==> src/hdl/b32h_pkg.sv <==
`timescale 1ns / 1ps
// shared types and constants for the base32hex decoder
package b32h_pkg;

   // result status codes
   localparam logic [1:0] STATUS_OK   = 2'd0;
   localparam logic [1:0] STATUS_BAD  = 2'd1;
   localparam logic [1:0] STATUS_SIZE = 2'd2;

   // the five legal pad layouts of a group, bit i is position i
   localparam logic [7:0] PADS_NONE  = 8'b0000_0000;
   localparam logic [7:0] PADS_ONE   = 8'b1000_0000;
   localparam logic [7:0] PADS_THREE = 8'b1110_0000;
   localparam logic [7:0] PADS_FOUR  = 8'b1111_0000;
   localparam logic [7:0] PADS_SIX   = 8'b1111_1100;

   // characters with a meaning of their own
   localparam logic [7:0] CHAR_PAD = 8'h3D;

   // what the back end has to do for one queued job
   typedef enum logic [1:0] {
      JOB_DATA,
      JOB_BAD,
      JOB_SHORT
   } job_kind_type;

   // one job: a decoded group or an error report
   typedef struct packed {
      job_kind_type kind;
      logic [39:0]  bits;   // group bits, first character in the top bits
      logic [2:0]   count;  // number of results, 1 to 5
      logic         last;   // group closes the stream
   } job_type;

endpackage

==> src/hdl/b32h_front.sv <==
`timescale 1ns / 1ps
// front end: maps characters, collects groups of eight and checks padding
module b32h_front (
   input  logic            clock,
   input  logic            reset,
   input  logic            in_valid,
   output logic            in_ready,
   input  logic [7:0]      char_code,
   input  logic            stream_last,
   input  logic            queue_full,
   output logic            push,
   output b32h_pkg::job_type push_job
);
   import b32h_pkg::*;

   logic [2:0] pos_ff, pos_in;
   logic       hold_ff, hold_in;
   logic [4:0] val_ff [0:6];
   logic [6:0] pad_ff;
   logic [6:0] bad_ff;

   logic       accept;
   logic [4:0] cur_val;
   logic       cur_pad;
   logic       cur_bad;
   logic [7:0] pad_vec;
   logic       any_bad;
   logic [2:0] nbytes;
   logic       layout_ok;

   assign in_ready = !queue_full;
   assign accept   = in_valid && in_ready;

   // character map: symbol value, pad mark, bad mark
   always_comb begin
      cur_val = 5'd0;
      cur_pad = 1'b0;
      cur_bad = 1'b0;
      if (char_code >= 8'h30 && char_code <= 8'h39) begin
         cur_val = 5'(char_code - 8'h30);
      end else if (char_code >= 8'h41 && char_code <= 8'h56) begin
         cur_val = 5'(char_code - 8'h41 + 8'd10);
      end else if (char_code >= 8'h61 && char_code <= 8'h76) begin
         cur_val = 5'(char_code - 8'h61 + 8'd10);
      end else if (char_code == CHAR_PAD) begin
         cur_pad = 1'b1;
      end else begin
         cur_bad = 1'b1;
      end
   end

   // group check on the eighth character
   assign pad_vec = {cur_pad, pad_ff};
   assign any_bad = cur_bad || (|bad_ff);

   always_comb begin
      layout_ok = 1'b1;
      nbytes    = 3'd5;
      unique case (pad_vec)
         PADS_NONE:  nbytes = 3'd5;
         PADS_ONE:   nbytes = 3'd4;
         PADS_THREE: nbytes = 3'd3;
         PADS_FOUR:  nbytes = 3'd2;
         PADS_SIX:   nbytes = 3'd1;
         default:    layout_ok = 1'b0;
      endcase
   end

   // job build, group position and error hold
   always_comb begin
      pos_in         = pos_ff;
      hold_in        = hold_ff;
      push           = 1'b0;
      push_job.kind  = JOB_DATA;
      push_job.bits  = {val_ff[0], val_ff[1], val_ff[2], val_ff[3],
                        val_ff[4], val_ff[5], val_ff[6], cur_val};
      push_job.count = nbytes;
      push_job.last  = stream_last;
      if (accept) begin
         if (hold_ff) begin
            if (stream_last) begin
               hold_in = 1'b0;
               pos_in  = 3'd0;
            end
         end else if (pos_ff != 3'd7) begin
            if (stream_last) begin
               push           = 1'b1;
               push_job.kind  = JOB_SHORT;
               push_job.count = 3'd1;
               pos_in         = 3'd0;
            end else begin
               pos_in = pos_ff + 3'd1;
            end
         end else begin
            push   = 1'b1;
            pos_in = 3'd0;
            if (any_bad || !layout_ok) begin
               push_job.kind  = JOB_BAD;
               push_job.count = 3'd1;
               hold_in        = !stream_last;
            end
         end
      end
   end

   // control state
   always_ff @(posedge clock) begin
      if (reset) begin
         pos_ff  <= 3'd0;
         hold_ff <= 1'b0;
      end else begin
         pos_ff  <= pos_in;
         hold_ff <= hold_in;
      end
   end

   // group storage for the first seven characters
   always_ff @(posedge clock) begin
      if (accept && !hold_ff && pos_ff != 3'd7) begin
         val_ff[pos_ff] <= cur_val;
         pad_ff[pos_ff] <= cur_pad;
         bad_ff[pos_ff] <= cur_bad;
      end
   end

endmodule

==> src/hdl/b32h_queue.sv <==
`timescale 1ns / 1ps
// short job queue between the front end and the back end
module b32h_queue #(
   parameter int DEPTH = 4
) (
   input  logic              clock,
   input  logic              reset,
   input  logic              push,
   input  b32h_pkg::job_type push_job,
   output logic              full,
   input  logic              pop,
   output logic              pop_valid,
   output b32h_pkg::job_type pop_job
);
   import b32h_pkg::*;

   localparam int PTR_W = (DEPTH > 1) ? $clog2(DEPTH) : 1;
   localparam int CNT_W = $clog2(DEPTH + 1);

   job_type            slot_ff [0:DEPTH-1];
   logic [PTR_W-1:0]   wr_ff, wr_in;
   logic [PTR_W-1:0]   rd_ff, rd_in;
   logic [CNT_W-1:0]   cnt_ff, cnt_in;
   logic               do_push;
   logic               do_pop;

   assign full      = (cnt_ff == CNT_W'(DEPTH));
   assign pop_valid = (cnt_ff != '0);
   assign pop_job   = slot_ff[rd_ff];
   assign do_push   = push && !full;
   assign do_pop    = pop && pop_valid;

   // pointer and fill count update
   always_comb begin
      wr_in  = wr_ff;
      rd_in  = rd_ff;
      cnt_in = cnt_ff;
      if (do_push) begin
         wr_in = (wr_ff == PTR_W'(DEPTH - 1)) ? '0 : wr_ff + PTR_W'(1);
      end
      if (do_pop) begin
         rd_in = (rd_ff == PTR_W'(DEPTH - 1)) ? '0 : rd_ff + PTR_W'(1);
      end
      if (do_push && !do_pop) begin
         cnt_in = cnt_ff + CNT_W'(1);
      end else if (do_pop && !do_push) begin
         cnt_in = cnt_ff - CNT_W'(1);
      end
   end

   always_ff @(posedge clock) begin
      if (reset) begin
         wr_ff  <= '0;
         rd_ff  <= '0;
         cnt_ff <= '0;
      end else begin
         wr_ff  <= wr_in;
         rd_ff  <= rd_in;
         cnt_ff <= cnt_in;
      end
   end

   // job storage
   always_ff @(posedge clock) begin
      if (do_push) begin
         slot_ff[wr_ff] <= push_job;
      end
   end

endmodule

==> src/hdl/b32h_back.sv <==
`timescale 1ns / 1ps
// back end: turns a job into results, one per cycle into a free output register
module b32h_back (
   input  logic              clock,
   input  logic              reset,
   input  logic              job_valid,
   input  b32h_pkg::job_type job,
   output logic              pop,
   output logic              out_valid,
   input  logic              out_ready,
   output logic [7:0]        out_byte,
   output logic              byte_valid,
   output logic [1:0]        status,
   output logic              run_end,
   output logic              stream_end
);
   import b32h_pkg::*;

   job_type    cur_ff;
   logic       busy_ff, busy_in;
   logic [2:0] idx_ff, idx_in;

   logic       valid_ff, valid_in;
   logic [7:0] byte_ff, byte_in;
   logic       bval_ff, bval_in;
   logic [1:0] status_ff, status_in;
   logic       rend_ff, rend_in;
   logic       send_ff, send_in;

   logic       out_free;
   logic       fire;
   logic       fin;
   logic [7:0] sel_byte;

   assign out_free = !valid_ff || out_ready;
   assign fire     = busy_ff && out_free;
   assign fin      = (idx_ff == cur_ff.count - 3'd1);
   assign pop      = job_valid && (!busy_ff || (fire && fin));

   // byte select within the group
   always_comb begin
      case (idx_ff)
         3'd0:    sel_byte = cur_ff.bits[39:32];
         3'd1:    sel_byte = cur_ff.bits[31:24];
         3'd2:    sel_byte = cur_ff.bits[23:16];
         3'd3:    sel_byte = cur_ff.bits[15:8];
         default: sel_byte = cur_ff.bits[7:0];
      endcase
   end

   // result build and sequencing
   always_comb begin
      busy_in   = busy_ff;
      idx_in    = idx_ff;
      valid_in  = valid_ff && !out_ready;
      byte_in   = byte_ff;
      bval_in   = bval_ff;
      status_in = status_ff;
      rend_in   = rend_ff;
      send_in   = send_ff;
      if (fire) begin
         valid_in = 1'b1;
         rend_in  = fin;
         unique case (cur_ff.kind)
            JOB_DATA: begin
               byte_in   = sel_byte;
               bval_in   = 1'b1;
               status_in = STATUS_OK;
               send_in   = fin && cur_ff.last;
            end
            JOB_BAD: begin
               byte_in   = 8'd0;
               bval_in   = 1'b0;
               status_in = STATUS_BAD;
               send_in   = 1'b1;
            end
            default: begin
               byte_in   = 8'd0;
               bval_in   = 1'b0;
               status_in = STATUS_SIZE;
               send_in   = 1'b1;
            end
         endcase
         idx_in = idx_ff + 3'd1;
         if (fin) begin
            busy_in = 1'b0;
         end
      end
      if (pop) begin
         busy_in = 1'b1;
         idx_in  = 3'd0;
      end
   end

   // control state
   always_ff @(posedge clock) begin
      if (reset) begin
         busy_ff  <= 1'b0;
         idx_ff   <= 3'd0;
         valid_ff <= 1'b0;
      end else begin
         busy_ff  <= busy_in;
         idx_ff   <= idx_in;
         valid_ff <= valid_in;
      end
   end

   // payload registers
   always_ff @(posedge clock) begin
      if (pop) begin
         cur_ff <= job;
      end
      byte_ff   <= byte_in;
      bval_ff   <= bval_in;
      status_ff <= status_in;
      rend_ff   <= rend_in;
      send_ff   <= send_in;
   end

   assign out_valid  = valid_ff;
   assign out_byte   = byte_ff;
   assign byte_valid = bval_ff;
   assign status     = status_ff;
   assign run_end    = rend_ff;
   assign stream_end = send_ff;

endmodule

==> src/hdl/base32hex_decoder_top.sv <==
`timescale 1ns / 1ps
// top level of the streaming base32hex decoder
//
// req channel: one text character per item in req_tdata, req_tlast on the
// final character of the encoded text. rsp channel: one decoded byte or one
// status report per item, rsp_tlast when the item closes the stream or
// reports an error. Groups of eight characters decode to 1 to 5 bytes.
// Throughput: one character per cycle while the job queue is not full; a
// group's bytes leave one per cycle while the output register is free.
// After its eighth character is accepted, the first result of a group
// passes a job queue slot, then the back end job register, then the
// output register, which raises rsp_tvalid.
// The front end stalls only when the job queue is full, which happens when
// the receiver holds rsp_tready low; the output register keeps its item
// stable until it is taken.
// After a bad character or bad padding the rest of the stream is dropped
// up to and including the item with req_tlast.
// Reset (synchronous, active high) empties the queue, drops any partial
// group and clears the error hold; no clearing pass is needed.
module base32hex_decoder_top #(
   parameter int QUEUE_DEPTH = 4
) (
   input  logic       clock,
   input  logic       reset,
   input  logic       req_tvalid,
   output logic       req_tready,
   input  logic [7:0] req_tdata,   // [7:0] char_code
   input  logic       req_tlast,   // stream_last
   output logic       rsp_tvalid,
   input  logic       rsp_tready,
   output logic [7:0] rsp_tdata,   // [7:0] out_byte
   output logic [3:0] rsp_tuser,   // [0] byte_valid, [2:1] status, [3] run_end
   output logic       rsp_tlast    // stream_end
);
   import b32h_pkg::*;

   logic    push;
   job_type push_job;
   logic    queue_full;
   logic    pop;
   logic    pop_valid;
   job_type pop_job;
   logic    byte_valid;
   logic [1:0] status;
   logic    run_end;

   // character intake and group check
   b32h_front u_front (
      .clock       (clock),
      .reset       (reset),
      .in_valid    (req_tvalid),
      .in_ready    (req_tready),
      .char_code   (req_tdata),
      .stream_last (req_tlast),
      .queue_full  (queue_full),
      .push        (push),
      .push_job    (push_job)
   );

   // job queue
   b32h_queue #(
      .DEPTH (QUEUE_DEPTH)
   ) u_queue (
      .clock     (clock),
      .reset     (reset),
      .push      (push),
      .push_job  (push_job),
      .full      (queue_full),
      .pop       (pop),
      .pop_valid (pop_valid),
      .pop_job   (pop_job)
   );

   // result output
   b32h_back u_back (
      .clock      (clock),
      .reset      (reset),
      .job_valid  (pop_valid),
      .job        (pop_job),
      .pop        (pop),
      .out_valid  (rsp_tvalid),
      .out_ready  (rsp_tready),
      .out_byte   (rsp_tdata),
      .byte_valid (byte_valid),
      .status     (status),
      .run_end    (run_end),
      .stream_end (rsp_tlast)
   );

   assign rsp_tuser = {run_end, status, byte_valid};

endmodule
==> config.mk <==
export PLATFORM = sky130hd
export DESIGN_NAME = base32hex_decoder_top
export DESIGN_NICKNAME = d
export VERILOG_FILES = /design/src/hdl/b32h_pkg.sv /design/src/hdl/b32h_front.sv /design/src/hdl/b32h_queue.sv /design/src/hdl/b32h_back.sv /design/src/hdl/base32hex_decoder_top.sv
export SDC_FILE = /design/constraint.sdc
export NUM_CORES = 1
export LEC_CHECK = 0
export ABC_AREA = 1
export BUFFER_PORTS_ARGS = -buffer_cell sky130_fd_sc_hd__buf_2
export CAP_MARGIN = 5
export CORE_ASPECT_RATIO = 1.1
export CORE_MARGIN = 2
export CORE_UTILIZATION = 50
export CTS_CLUSTER_SIZE = 24
export DETAILED_ROUTE_END_ITERATION = 8
export PLACE_DENSITY_LB_ADDON = 0.05
export SYNTH_ARGS = -nofsm -noshare
export SYNTH_HDL_FRONTEND = slang
export SYNTH_SLANG_ARGS = --single-unit
==> constraint.sdc <==
create_clock -name clock -period 3.9 [get_ports clock]
set_clock_uncertainty 0.1 [all_clocks]
set_input_delay 0.78 -clock clock [delete_from_list [all_inputs] [get_ports clock]]
set_output_delay 0.78 -clock clock [all_outputs]
set_load 0.02 [all_outputs]
==> run_results.csv, run 1 <==
group,metric,value,unit
status,status,"completed",
routing,viasPerCell,5.506,
synthesis,ys_warn_count,0,
setup_path,end_kind,"register",
min_path,worstHoldStart,"u_back.busy_ff",
setup_path,r2r_setup_slack,1050,ps
sta,rsz0062_at_grt,"no",
sta,setup_viol,0,
placement,portBuffers,27,
synthesis,yosysUniqueCellTypes,32,
synthesis,postSynthNetCount,874,
setup_path,crit_type,"register to register",
setup_path,cp_data_required_time,4080,ps
routing,ant_nets,0,
sta,period_needed,2848,ps
floorplan,initial_core_util,50.41,%
power,powerDensity,679.3,nW/um^2
clock_tree,ctsLongestPathBuffers,3,
power,pwr-share-comb,19.3,%
sta,hold_viol,0,
clock_tree,clock_latency,540,ps
setup_path,critical-path-top-delay-family,"buffers and inverters",
synthesis,synth-main-ff-cell,"edfxtp_1",
floorplan,dieHeight,165.3,um
clock_tree,cts_max_level,1,
setup_path,cp_common_cell,"nand2_1",
setup_path,rr_endpoint,"u_back.cur_ff[9]",
synthesis,async_flop_share,0,%
floorplan,die_w,150.7,um
final_layout,final_core_util,57.02,%
setup_path,cpMaxStageDelayCell,"clkinv_1",
grt,track_usage,20.20,%
final_layout,fin_nets,918,
clock_tree,tritoncts,"built",
grt,grt.overflow.total,0,
power,p_sw,2.593,mW
sta,finalCritPeriodShare,73.02,%
setup_path,cp.buffers_inverters,3,
routing,drt-wirelength-per-cell,20.32,um
clock_tree,clkSinkCount,308,
min_path,hold_path_class,"register to register",
power,clkPwrFrac,31.3,%
synthesis,netlist_area,11830,um^2
grt,antenna_found_initial,0,
floorplan,coreArea,23480,um^2
final_layout,antenna_cells,0,
power,leakage,4.639,nW
min_path,hold_depth,2,
routing,drc,0,
routing,firstDrtPassIters,5,
setup_path,r2r_start,"u_back.cur_ff[1]",
floorplan,ios,28,
setup_path,cp_slowest_stage_delay,730,ps
synthesis,synth-edff-count,292,
setup_path,cp.arrival,3030,ps
routing,num_vias,6673,
placement,dp_slack,824.6,ps
final_layout,area_delta_synth_final,13.13,%
placement,gp_congestion,0.7943,
synthesis,synth-seq-area-share,76.81,%
routing,drt_iter0_drc,400,
final_layout,fill_cells,1841,
setup_path,r2r_cells,10,
clock_tree,post_cts_resized,0,
floorplan,rows,59,
synthesis,synth_area_per_cell,14.05,um^2
sta,worstMarginPinSlew,924.5,ps
clock_tree,cts_setup_buffers,0,
min_path,whs_endpoint,"u_back.out_valid",
job,max_cap_violations,0,
grt,grt_max_degree,67,
grt,grt_pass1_wl,37290,um
power,pwr-share-seq,49.3,%
sta,slew_viol_final,0,
sta,max_freq,351.2,MHz
power,sw_frac_of_total,28.51,%
synthesis,synth_cells,842,
power,intPower,6.501,mW
routing,postRouteWirelength,24630,um
synthesis,synth_seq_cells,308,
clock_tree,cts_buffers,30,
floorplan,dieArea,24910,um^2
sta,slew_headroom,38.14,%
sta,fin_ws,1052,ps
placement,dp_hpwl,14220,um
clock_tree,hold_buffers,0,
clock_tree,clkTransAtPathRegs,60,ps
power,irDropWorstVdd,0.3795,mV
sta,tns,0,ps
setup_path,crit_path_start_kind,"register",
setup_path,crit_chain,"inv_1, ha_1, xor2_1, o21ai_1, nor2_2, nand2_1, nand2_1, nand2_2, clkinv_1, buf_12",
setup_path,crit_fanout,24,
final_layout,drive_gt1_share,13.45,%
grt,grt_pass1_vias,6552,
clock_tree,cts_root_buf,"clkbuf_16",
## stage by stage
stage               instances  total power [mW]  hold WS, ps  area (um^2)
global route             1212             9.543        394.1        13390
CTS                      1212             9.181        379.8        13390
detailed placement       1159             6.343        372.5        12410
global placement         1159             6.266        356.3        12410
floorplan                 842             5.672        337.2        11830
finish                   1212             9.093        373.9        13390
## area by class of cell
cell class / instances / area (um^2) / share of cell area [%]
clock inverter: 13 / 168.9 / 1.262
timing repair buffer: 47 / 310.3 / 2.318
inverter: 60 / 226.5 / 1.692
tap: 305 / 381.6 / 2.851
sequential: 308 / 9090 / 67.90
multi-input combinational: 439 / 2400 / 17.93
clock buffer: 40 / 809.5 / 6.047
## registers in the layout (all words and copies together), names as in the netlist
name,cells
u_queue.slot_ff,184
u_back.cur_ff,46
u_front.val_ff,35
u_back.out_byte,8
u_front.bad_ff,7
u_front.pad_ff,7
u_back.idx_ff,3
u_front.pos_ff,3
u_queue.cnt_ff,3
u_back.status,2
u_queue.rd_ff,2
u_queue.wr_ff,2
u_back.busy_ff,1
u_back.byte_valid,1
u_back.out_valid,1
u_back.run_end,1
u_back.stream_end,1
u_front.hold_ff,1
## placed cells by master (no fill, tap or decap), drive strengths merged, types with 16 or more instances in the layout
cell type | netlist | final
dfxtp | 16 | 16
clkbuf | 25 | 40
buf | 10 | 47
o22ai | 46 | 46
nand3 | 16 | 16
edfxtp | 292 | 292
nand2 | 59 | 59
ha | 18 | 18
o21ai | 107 | 107
inv | 60 | 59
nor2 | 125 | 125
a21oi | 26 | 26
## layer usage
layer	GRT usage (%)	wire length, um
met5	0	0
met2	34.17	12270
met4	3.951	312
met1	28.34	10950
met3	2.940	1102
## power groups by stage
stage	Clock [mW]	Sequential (mW)	Combinational, mW
floorplan	0	4.54	1.13
CTS	2.90	4.49	1.79
detailed placement	0	4.56	1.79
global route	3.05	4.53	1.96
finish	2.85	4.49	1.76
global placement	0	4.54	1.72
## synthesized netlist by cell type, types with 2 or more instances
| cell | count | area (um^2) |
|---|---|---|
| dfxtp_1 | 16 | 320.3 |
| ha_1 | 18 | 225.2 |
| edfxtp_1 | 292 | 8768 |
| nand3_2 | 6 | 60.06 |
| o21ai_0 | 102 | 510.5 |
| inv_1 | 52 | 195.2 |
| o22ai_1 | 46 | 287.8 |
| a221oi_1 | 8 | 70.07 |
| nand3_1 | 10 | 50.05 |
| nor2_4 | 2 | 22.52 |
| nand2_1 | 55 | 206.5 |
| a211oi_1 | 2 | 15.01 |
| nor2_1 | 119 | 446.7 |
| nand2_2 | 4 | 25.02 |
| nor3_1 | 8 | 40.04 |
| o21ai_1 | 4 | 20.02 |
| inv_2 | 8 | 30.03 |
| nand4_1 | 6 | 37.54 |
| a21oi_1 | 26 | 130.1 |
| buf_2 | 8 | 40.04 |
| xor2_1 | 5 | 43.79 |
| buf_4 | 2 | 15.01 |
| nor2_2 | 3 | 18.77 |
| clkbuf_1 | 25 | 93.84 |
| a22o_1 | 8 | 70.07 |
## logic make-up after synthesis
| group | synth area share (%) |
|---|---|
| flops | 76.81 |
| simple gates | 8.132 |
| compound gates | 9.453 |
| buf+inv | 3.162 |
| fa+ha+maj | 2.073 |
| xor+xnor | 0.3701 |
## worst min-delay path: cells and delay by family (launching register included)
kind	cells	cell delay, ps
buf+inv	1	50
compound gates	1	60
flops	1	320
## worst max path at each step
| stage | from | to | cells past startpoint |
|---|---|---|---|
| after floorplan | req_tvalid | u_queue.slot_ff[0][0] | 4 |
| final | u_back.cur_ff[1] | u_back.cur_ff[9] | 10 |
| after global placement | rsp_tready | u_back.cur_ff[35] | 10 |
| after detailed placement | rsp_tready | u_back.cur_ff[35] | 10 |
| after global routing | u_back.cur_ff[1] | u_back.cur_ff[9] | 12 |
| after CTS | u_back.cur_ff[1] | u_back.cur_ff[9] | 12 |
Note: power is estimated with default switching activity, not from simulation.
==> run 2: changes to the inputs <==
ABC_AREA = 0   (was 1)
clock period = 2.5 ns   (was 3.9 ns; I/O delays follow)
==> run 2 against run 1 <==
  * The flow now finishes with violations (setup timing)
  * Sequential share of layout area decreased by 1.3 points
  * Maximum frequency increased by 12%
  * Synthesized cell count decreased by 31%
  * Critical path type unchanged
  * Clock-buffer cell count decreased by 4
  * Global-route usage decreased by 1.5 points
  * Largest power group unchanged
  * Combinational power increased by 91%
  * Clock power increased by 55%
  * Utilization increased by 2.7 points
  * Die area decreased by 1.9%
  * Routed wire length decreased by 9.9%
==> run_results.csv, run 2 <==
group,metric,value,unit
power,leakage,4.584,nW
sta,worstMarginPinSlew,615.9,ps
status,violations,"setup timing",
status,status,"complete, but fails checks",
synthesis,synth_most_common_cell,"edfxtp_1",
clock_tree,clock_latency,560,ps
synthesis,synth.area.top_cells,"edfxtp_1 76%, mux4_2 8.9%, dfxtp_1 2.8%, ha_1 1.9%, nor2_1 1.4%",
routing,firstDrtPassIters,5,
sta,slew_viol_final,0,
placement,gp_congestion,0.7481,
synthesis,synth-edff-count,292,
final_layout,layout_commonest_cell,"edfxtp_1",
min_path,worstHoldStart,"req_tlast",
floorplan,initial_core_util,50.73,%
clock_tree,cts_max_level,1,
floorplan,ios,28,
floorplan,coreArea,22860,um^2
setup_path,cp.arrival,2910,ps
placement,portBuffers,27,
final_layout,final_cell_mix,"292 x edfxtp_1, 46 x mux4_2, 44 x nor2_1, 44 x buf_4, 32 x clkbuf_16",
grt,met2_usage,32.30,%
final_layout,instances_no_fill,995,
sta,fin_ws,-38.46,ps
power,irDropWorstVdd,0.5448,mV
grt,grtUsageMet3,3.000,%
setup_path,end_kind,"register",
final_layout,top_regs,"u_queue.slot_ff x184, u_back.cur_ff x46, u_front.val_ff x35",
final_layout,largest_register_ffs,184,
setup_path,crit_chain,"inv_2, ha_4, xnor2_4, o41ai_4, nor2b_4, inv_2, ha_4, inv_2, fa_2, xor2_2, or3_4, a21oi_2",
grt,grt_pass1_wl,33970,um
grt,globalRouteMet1Util,25.21,%
floorplan,rows,58,
sta,setup_viol,1,
setup_path,crit_type,"register to register",
clock_tree,clkTransAtPathRegs,60,ps
synthesis,synth_top_area_share,75.61,%
grt,antenna_found_initial,0,
sta,rsz0062_at_grt,"yes",
clock_tree,clkSinkCount,308,
floorplan,dieHeight,163.7,um
floorplan,dieArea,24430,um^2
clock_tree,cts_root_buf,"clkbuf_16",
placement,dp_hpwl,13120,um
sta,period_needed,2538,ps
setup_path,crit_fanout,2,
synthesis,ys_warn_count,0,
grt,grt-busiest-layer,"met2",
grt,grt_max_degree,48,
clock_tree,ctsLongestPathBuffers,3,
routing,drt_iter0_drc,516,
grt,grt.overflow.total,0,
grt,track_usage,18.75,%
synthesis,synth_seq_cells,308,
final_layout,area_delta_synth_final,17.76,%
final_layout,drive_gt1_share,28.63,%
synthesis,synth-seq-area-share,78.37,%
final_layout,antenna_cells,0,
synthesis,yosys.area.top_type,"edfxtp_1",
routing,ant_nets,0,
setup_path,critical-path-top-delay-family,"adder cells",
min_path,hold_path_class,"input pin to register",
setup_path,crit_start,"u_back.cur_ff[1]",
sta,slew_headroom,58.94,%
routing,drc,0,
clock_tree,cts_buffers,30,
sta,tns,-38.46,ps
synthesis,postSynthNetCount,613,
final_layout,final_core_util,59.74,%
placement,dp_slack,-232.2,ps
synthesis,async_flop_share,0,%
synthesis,synth_common_cells,"292 x edfxtp_1, 46 x mux4_2, 44 x nor2_1",
synthesis,synth-main-ff-cell,"edfxtp_1",
clock_tree,tritoncts,"built",
synthesis,synth_area_per_cell,19.96,um^2
setup_path,cp_data_required_time,2870,ps
power,powerDensity,1084,nW/um^2
sta,finalCritPeriodShare,101.5,%
routing,postRouteWirelength,22200,um
setup_path,r2r_setup_slack,-40,ps
final_layout,fin_nets,704,
setup_path,cpMaxStageDelayCell,"edfxtp_1",
sta,hold_viol,0,
setup_path,cp_common_cell,"inv_2",
setup_path,crit_path_start_kind,"register",
setup_path,r2r_start,"u_back.cur_ff[1]",
floorplan,die_w,149.2,um
final_layout,largest-register,"u_queue.slot_ff",
synthesis,yosysUniqueCellTypes,50,
grt,grt_pass1_vias,5925,
setup_path,cp.buffers_inverters,3,
setup_path,cp_slowest_stage_delay,400,ps
routing,drt-wirelength-per-cell,22.31,um
routing,num_vias,5584,
routing,viasPerCell,5.612,
job,max_cap_violations,0,
synthesis,netlist_area,11600,um^2
synthesis,synth_cells,581,
sta,max_freq,393.9,MHz
sta,hold_ws,217.6,ps
placement,dp_cells,938,
[run 2: worst register-to-register path, cell delays in order (launching register included)]
cell and delay (ps):
edfxtp_1 400, inv_2 90, ha_4 210, xnor2_4 130, o41ai_4 350, nor2b_4 220
inv_2 50, ha_4 160, inv_2 50, fa_2 200, xor2_2 70, or3_4 330
a21oi_2 140
[run 2: power by group]
part	switching, mW	total, mW	internal (mW)
clock	1.82	4.43	2.61
sequential	0.358	7.01	6.65
combinational	1.79	3.36	1.57
total	3.97	14.8	10.8
[run 2: final cells by class]
class                   count  area [um^2]
inverters                  14        52.55
well taps                 300        375.4
clock buffers              36        773.2
fillers                  1699         9203
flip-flops and latches    308         9094
repair buffers             84        743.2
clock inverters            19        198.9
multi-input cells         234         2420
[run 2: kinds of logic (layout without fill, tap and decap cells)]
logic type	Yosys count	after routing	synth area share [%]
AOI/OAI and AO/OA	48	48	3.107
xor gates and xnor gates	6	6	0.5826
and+or+nand+nor	110	110	4.887
muxes	51	51	9.375
DFF	308	308	78.37
buffers and inverters	39	153	1.564
adders and majority gates	19	19	2.115
[run 2: worst paths after layout]
kind,end,depth (start not counted)
setup / recovery,u_queue.cnt_ff[2],12
hold / removal,u_queue.slot_ff[3][0],2
setup reg to reg,u_queue.cnt_ff[2],12
hold reg to reg,u_back.status[1],0
[run 2: per-stage QoR]
stage / area, um^2 / total power [mW]
floorplan: 11620 / 8.944
global placement: 12550 / 10.13
detailed placement: 12550 / 10.20
CTS: 13550 / 14.66
global route: 13660 / 15.47
finish: 13660 / 14.80
[run 2: routing by layer]
metal / vias up / share of wire (%) / wire length, um
li1: 2517 / - / -
met1: 2918 / 44 / 9687
met2: 126 / 51 / 11290
met3: 23 / 3.9 / 871
met4: 0 / 1.6 / 354
met5: - / 0 / 0
[run 2: timing repair]
action / in CTS / in global routing
pin swaps: 6 / 5
buffers inserted: 0 / 1
hold buffers: 0 / 0
gates cloned: 0 / 2
setup endpoints to repair: 2 / 48
resized for setup: 7 / 9
==> run 3: changes to the inputs <==
GPL_TIMING_DRIVEN = 0   (was default)
TNS_END_PERCENT = 20   (was default)
==> run 3 against run 2 <==
  * The run still ends with setup timing left
  * Sequential power barely moved
  * Combinational power about the same
  * Non-clock buffer count down 21
  * Register-to-register slack worse by 170 ps
  * Clock-buffer cell count grew 6
  * Via count hardly changed
  * Clock power is 2% lower
  * Die area did not move
  * Power is 0.96% lower
  * Maximum frequency is 6.3% lower
  * Global-route usage is 0.93 points higher
  * Largest cell class unchanged
==> run_results.csv, run 3 (synthesized netlist as in run 2, its figures left out) <==
group,metric,value,unit
status,status,"complete, but fails checks",
status,violations,"setup timing",
setup_path,cp.buffers_inverters,4,
floorplan,dieHeight,163.7,um
routing,ant_nets,0,
sta,worstMarginPinSlew,1186,ps
clock_tree,tritoncts,"built",
final_layout,fin_nets,688,
routing,firstDrtPassIters,5,
final_layout,largest-register,"u_queue.slot_ff",
sta,slew_headroom,20.31,%
power,pwr-share-seq,47.6,%
power,pwr-share-comb,22.8,%
power,intPower,10.64,mW
clock_tree,clock_latency,550,ps
setup_path,cpMaxStageDelayCell,"edfxtp_1",
power,irDropWorstVdd,0.6255,mV
final_layout,seq_area,9099,um^2
routing,num_vias,5581,
placement,dp_hpwl,13400,um
setup_path,crit_path_start_kind,"register",
floorplan,ios,28,
clock_tree,clkSinkCount,308,
routing,drt_iter0_drc,449,
final_layout,multi_input_area,2517,um^2
setup_path,cp.arrival,3100,ps
floorplan,dieArea,24430,um^2
power,clkPwrFrac,29.6,%
grt,grt.overflow.total,0,
routing,drc,0,
floorplan,rows,58,
setup_path,crit_type,"register to register",
sta,slew_viol_final,0,
setup_path,cp_data_required_time,2890,ps
grt,antenna_found_initial,2,
final_layout,layout_commonest_cell,"edfxtp_1",
power,powerDensity,1092,nW/um^2
sta,rsz0062_at_grt,"yes",
floorplan,die_w,149.2,um
routing,postRouteWirelength,23790,um
final_layout,final_cell_mix,"292 x edfxtp_1, 46 x mux4_2, 41 x nor2_1",
min_path,hold_path_class,"input pin to register",
floorplan,coreArea,22860,um^2
final_layout,instances_no_fill,981,
grt,grt_max_degree,47,
sta,fin_ws,-210.0,ps
final_layout,fill_cells,1693,
placement,portBuffers,26,
final_layout,drive_gt1_share,26.32,%
sta,period_needed,2710,ps
final_layout,top_regs,"u_queue.slot_ff x184, u_back.cur_ff x46, u_front.val_ff x35",
setup_path,critical-path-top-delay-family,"adder cells",
grt,grt_pass1_vias,5776,
final_layout,largest_register_ffs,184,
clock_tree,cts_max_level,1,
sta,setup_viol,2,
setup_path,crit_fanout,2,
setup_path,crit_chain,"inv_2, ha_4, xnor2_4, o41ai_2, nor2b_4, buf_12, inv_4, ha_4, inv_2, fa_2, xor2_2, or3_4, a21oi_2",
setup_path,end_kind,"register",
clock_tree,clkTransAtPathRegs,60,ps
sta,max_freq,369.0,MHz
clock_tree,ctsLongestPathBuffers,3,
grt,track_usage,19.67,%
power,sw_frac_of_total,27.38,%
clock_tree,cts_root_buf,"clkbuf_16",
setup_path,cp_slowest_stage_delay,400,ps
final_layout,area_delta_synth_final,15.79,%
routing,viasPerCell,5.689,
grt,grt_pass1_wl,35040,um
placement,dp_slack,-749.3,ps
job,max_cap_violations,0,
sta,hold_viol,0,
placement,dp_cells,910,
power,leakage,4.394,nW
sta,finalCritPeriodShare,108.4,%
sta,tns,-343.0,ps
placement,gp_congestion,0.7726,
clock_tree,cts_buffers,31,
routing,drt-wirelength-per-cell,24.25,um
power,p_sw,4.013,mW
floorplan,initial_core_util,50.73,%
-- run 3: cell types whose count changed in the layout (fill, tap and decap cells not counted), moves of 8 or more --
cell / delta
clkbuf_1: +17
buf_12: -9
buf_4: -35
and2_4: +8
-- run 3: per-stage QoR --
stage | hold slack [ps] | power, mW | utilization [%] | cell area (um^2)
floorplan | 355.5 | 8.945 | - | 11620
CTS | 128.0 | 14.71 | 58.39 | 13350
global route | 143.3 | 15.31 | 58.74 | 13430
global placement | 364.3 | 9.862 | 53.05 | 12130
detailed placement | 378.0 | 9.962 | 53.26 | 12180
finish | 149.4 | 14.66 | 58.75 | 13430
-- run 3: layout make-up --
type,count,area share (%)
clock buffers,42,6.159
clock inverters,15,0.9690
repair buffers,38,2.059
inverters,14,0.4379
flip-flops and latches,308,67.75
plain buffers,25,1.062
multi-input cells,238,18.75
diodes,1,0.01863
well taps,300,2.795
-- run 3: routing by layer --
layer / track usage, % / wire length, um / vias up
met5: 0 / 13 / -
met1: 26.67 / 10190 / 2931
met2: 33.72 / 12060 / 123
met4: 5.455 / 556 / 2
met3: 2.889 / 972 / 36
li1: - / - / 2489
-- run 3: final timing paths --
check	start	endpoint	slack, ps	depth (start not counted)
setup reg to reg	u_back.cur_ff[1]	u_queue.cnt_ff[2]	-210	13
setup / recovery	u_back.cur_ff[1]	u_queue.cnt_ff[2]	-210	13
hold / removal	reset	u_queue.cnt_ff[2]	150	2
hold reg to reg	u_back.busy_ff	u_back.busy_ff	380	2
-- run 3: power groups by stage --
stage	Clock, mW	Combinational, mW	Sequential [mW]
2_1_floorplan	0	1.92	7.03
3_3_place_gp	0	2.79	7.07
3_5_place_dp	0	2.87	7.09
4_1_cts	4.42	3.30	6.99
5_1_grt	4.63	3.64	7.04
6_report	4.34	3.34	6.98
-- run 3: what timing repair did --
item	in CTS	in global routing
buffers inserted	5	2
resized for setup	30	11
hold buffers	0	0
gates cloned	4	2
pin swaps	10	10
endpoints found under the setup margin	243	186
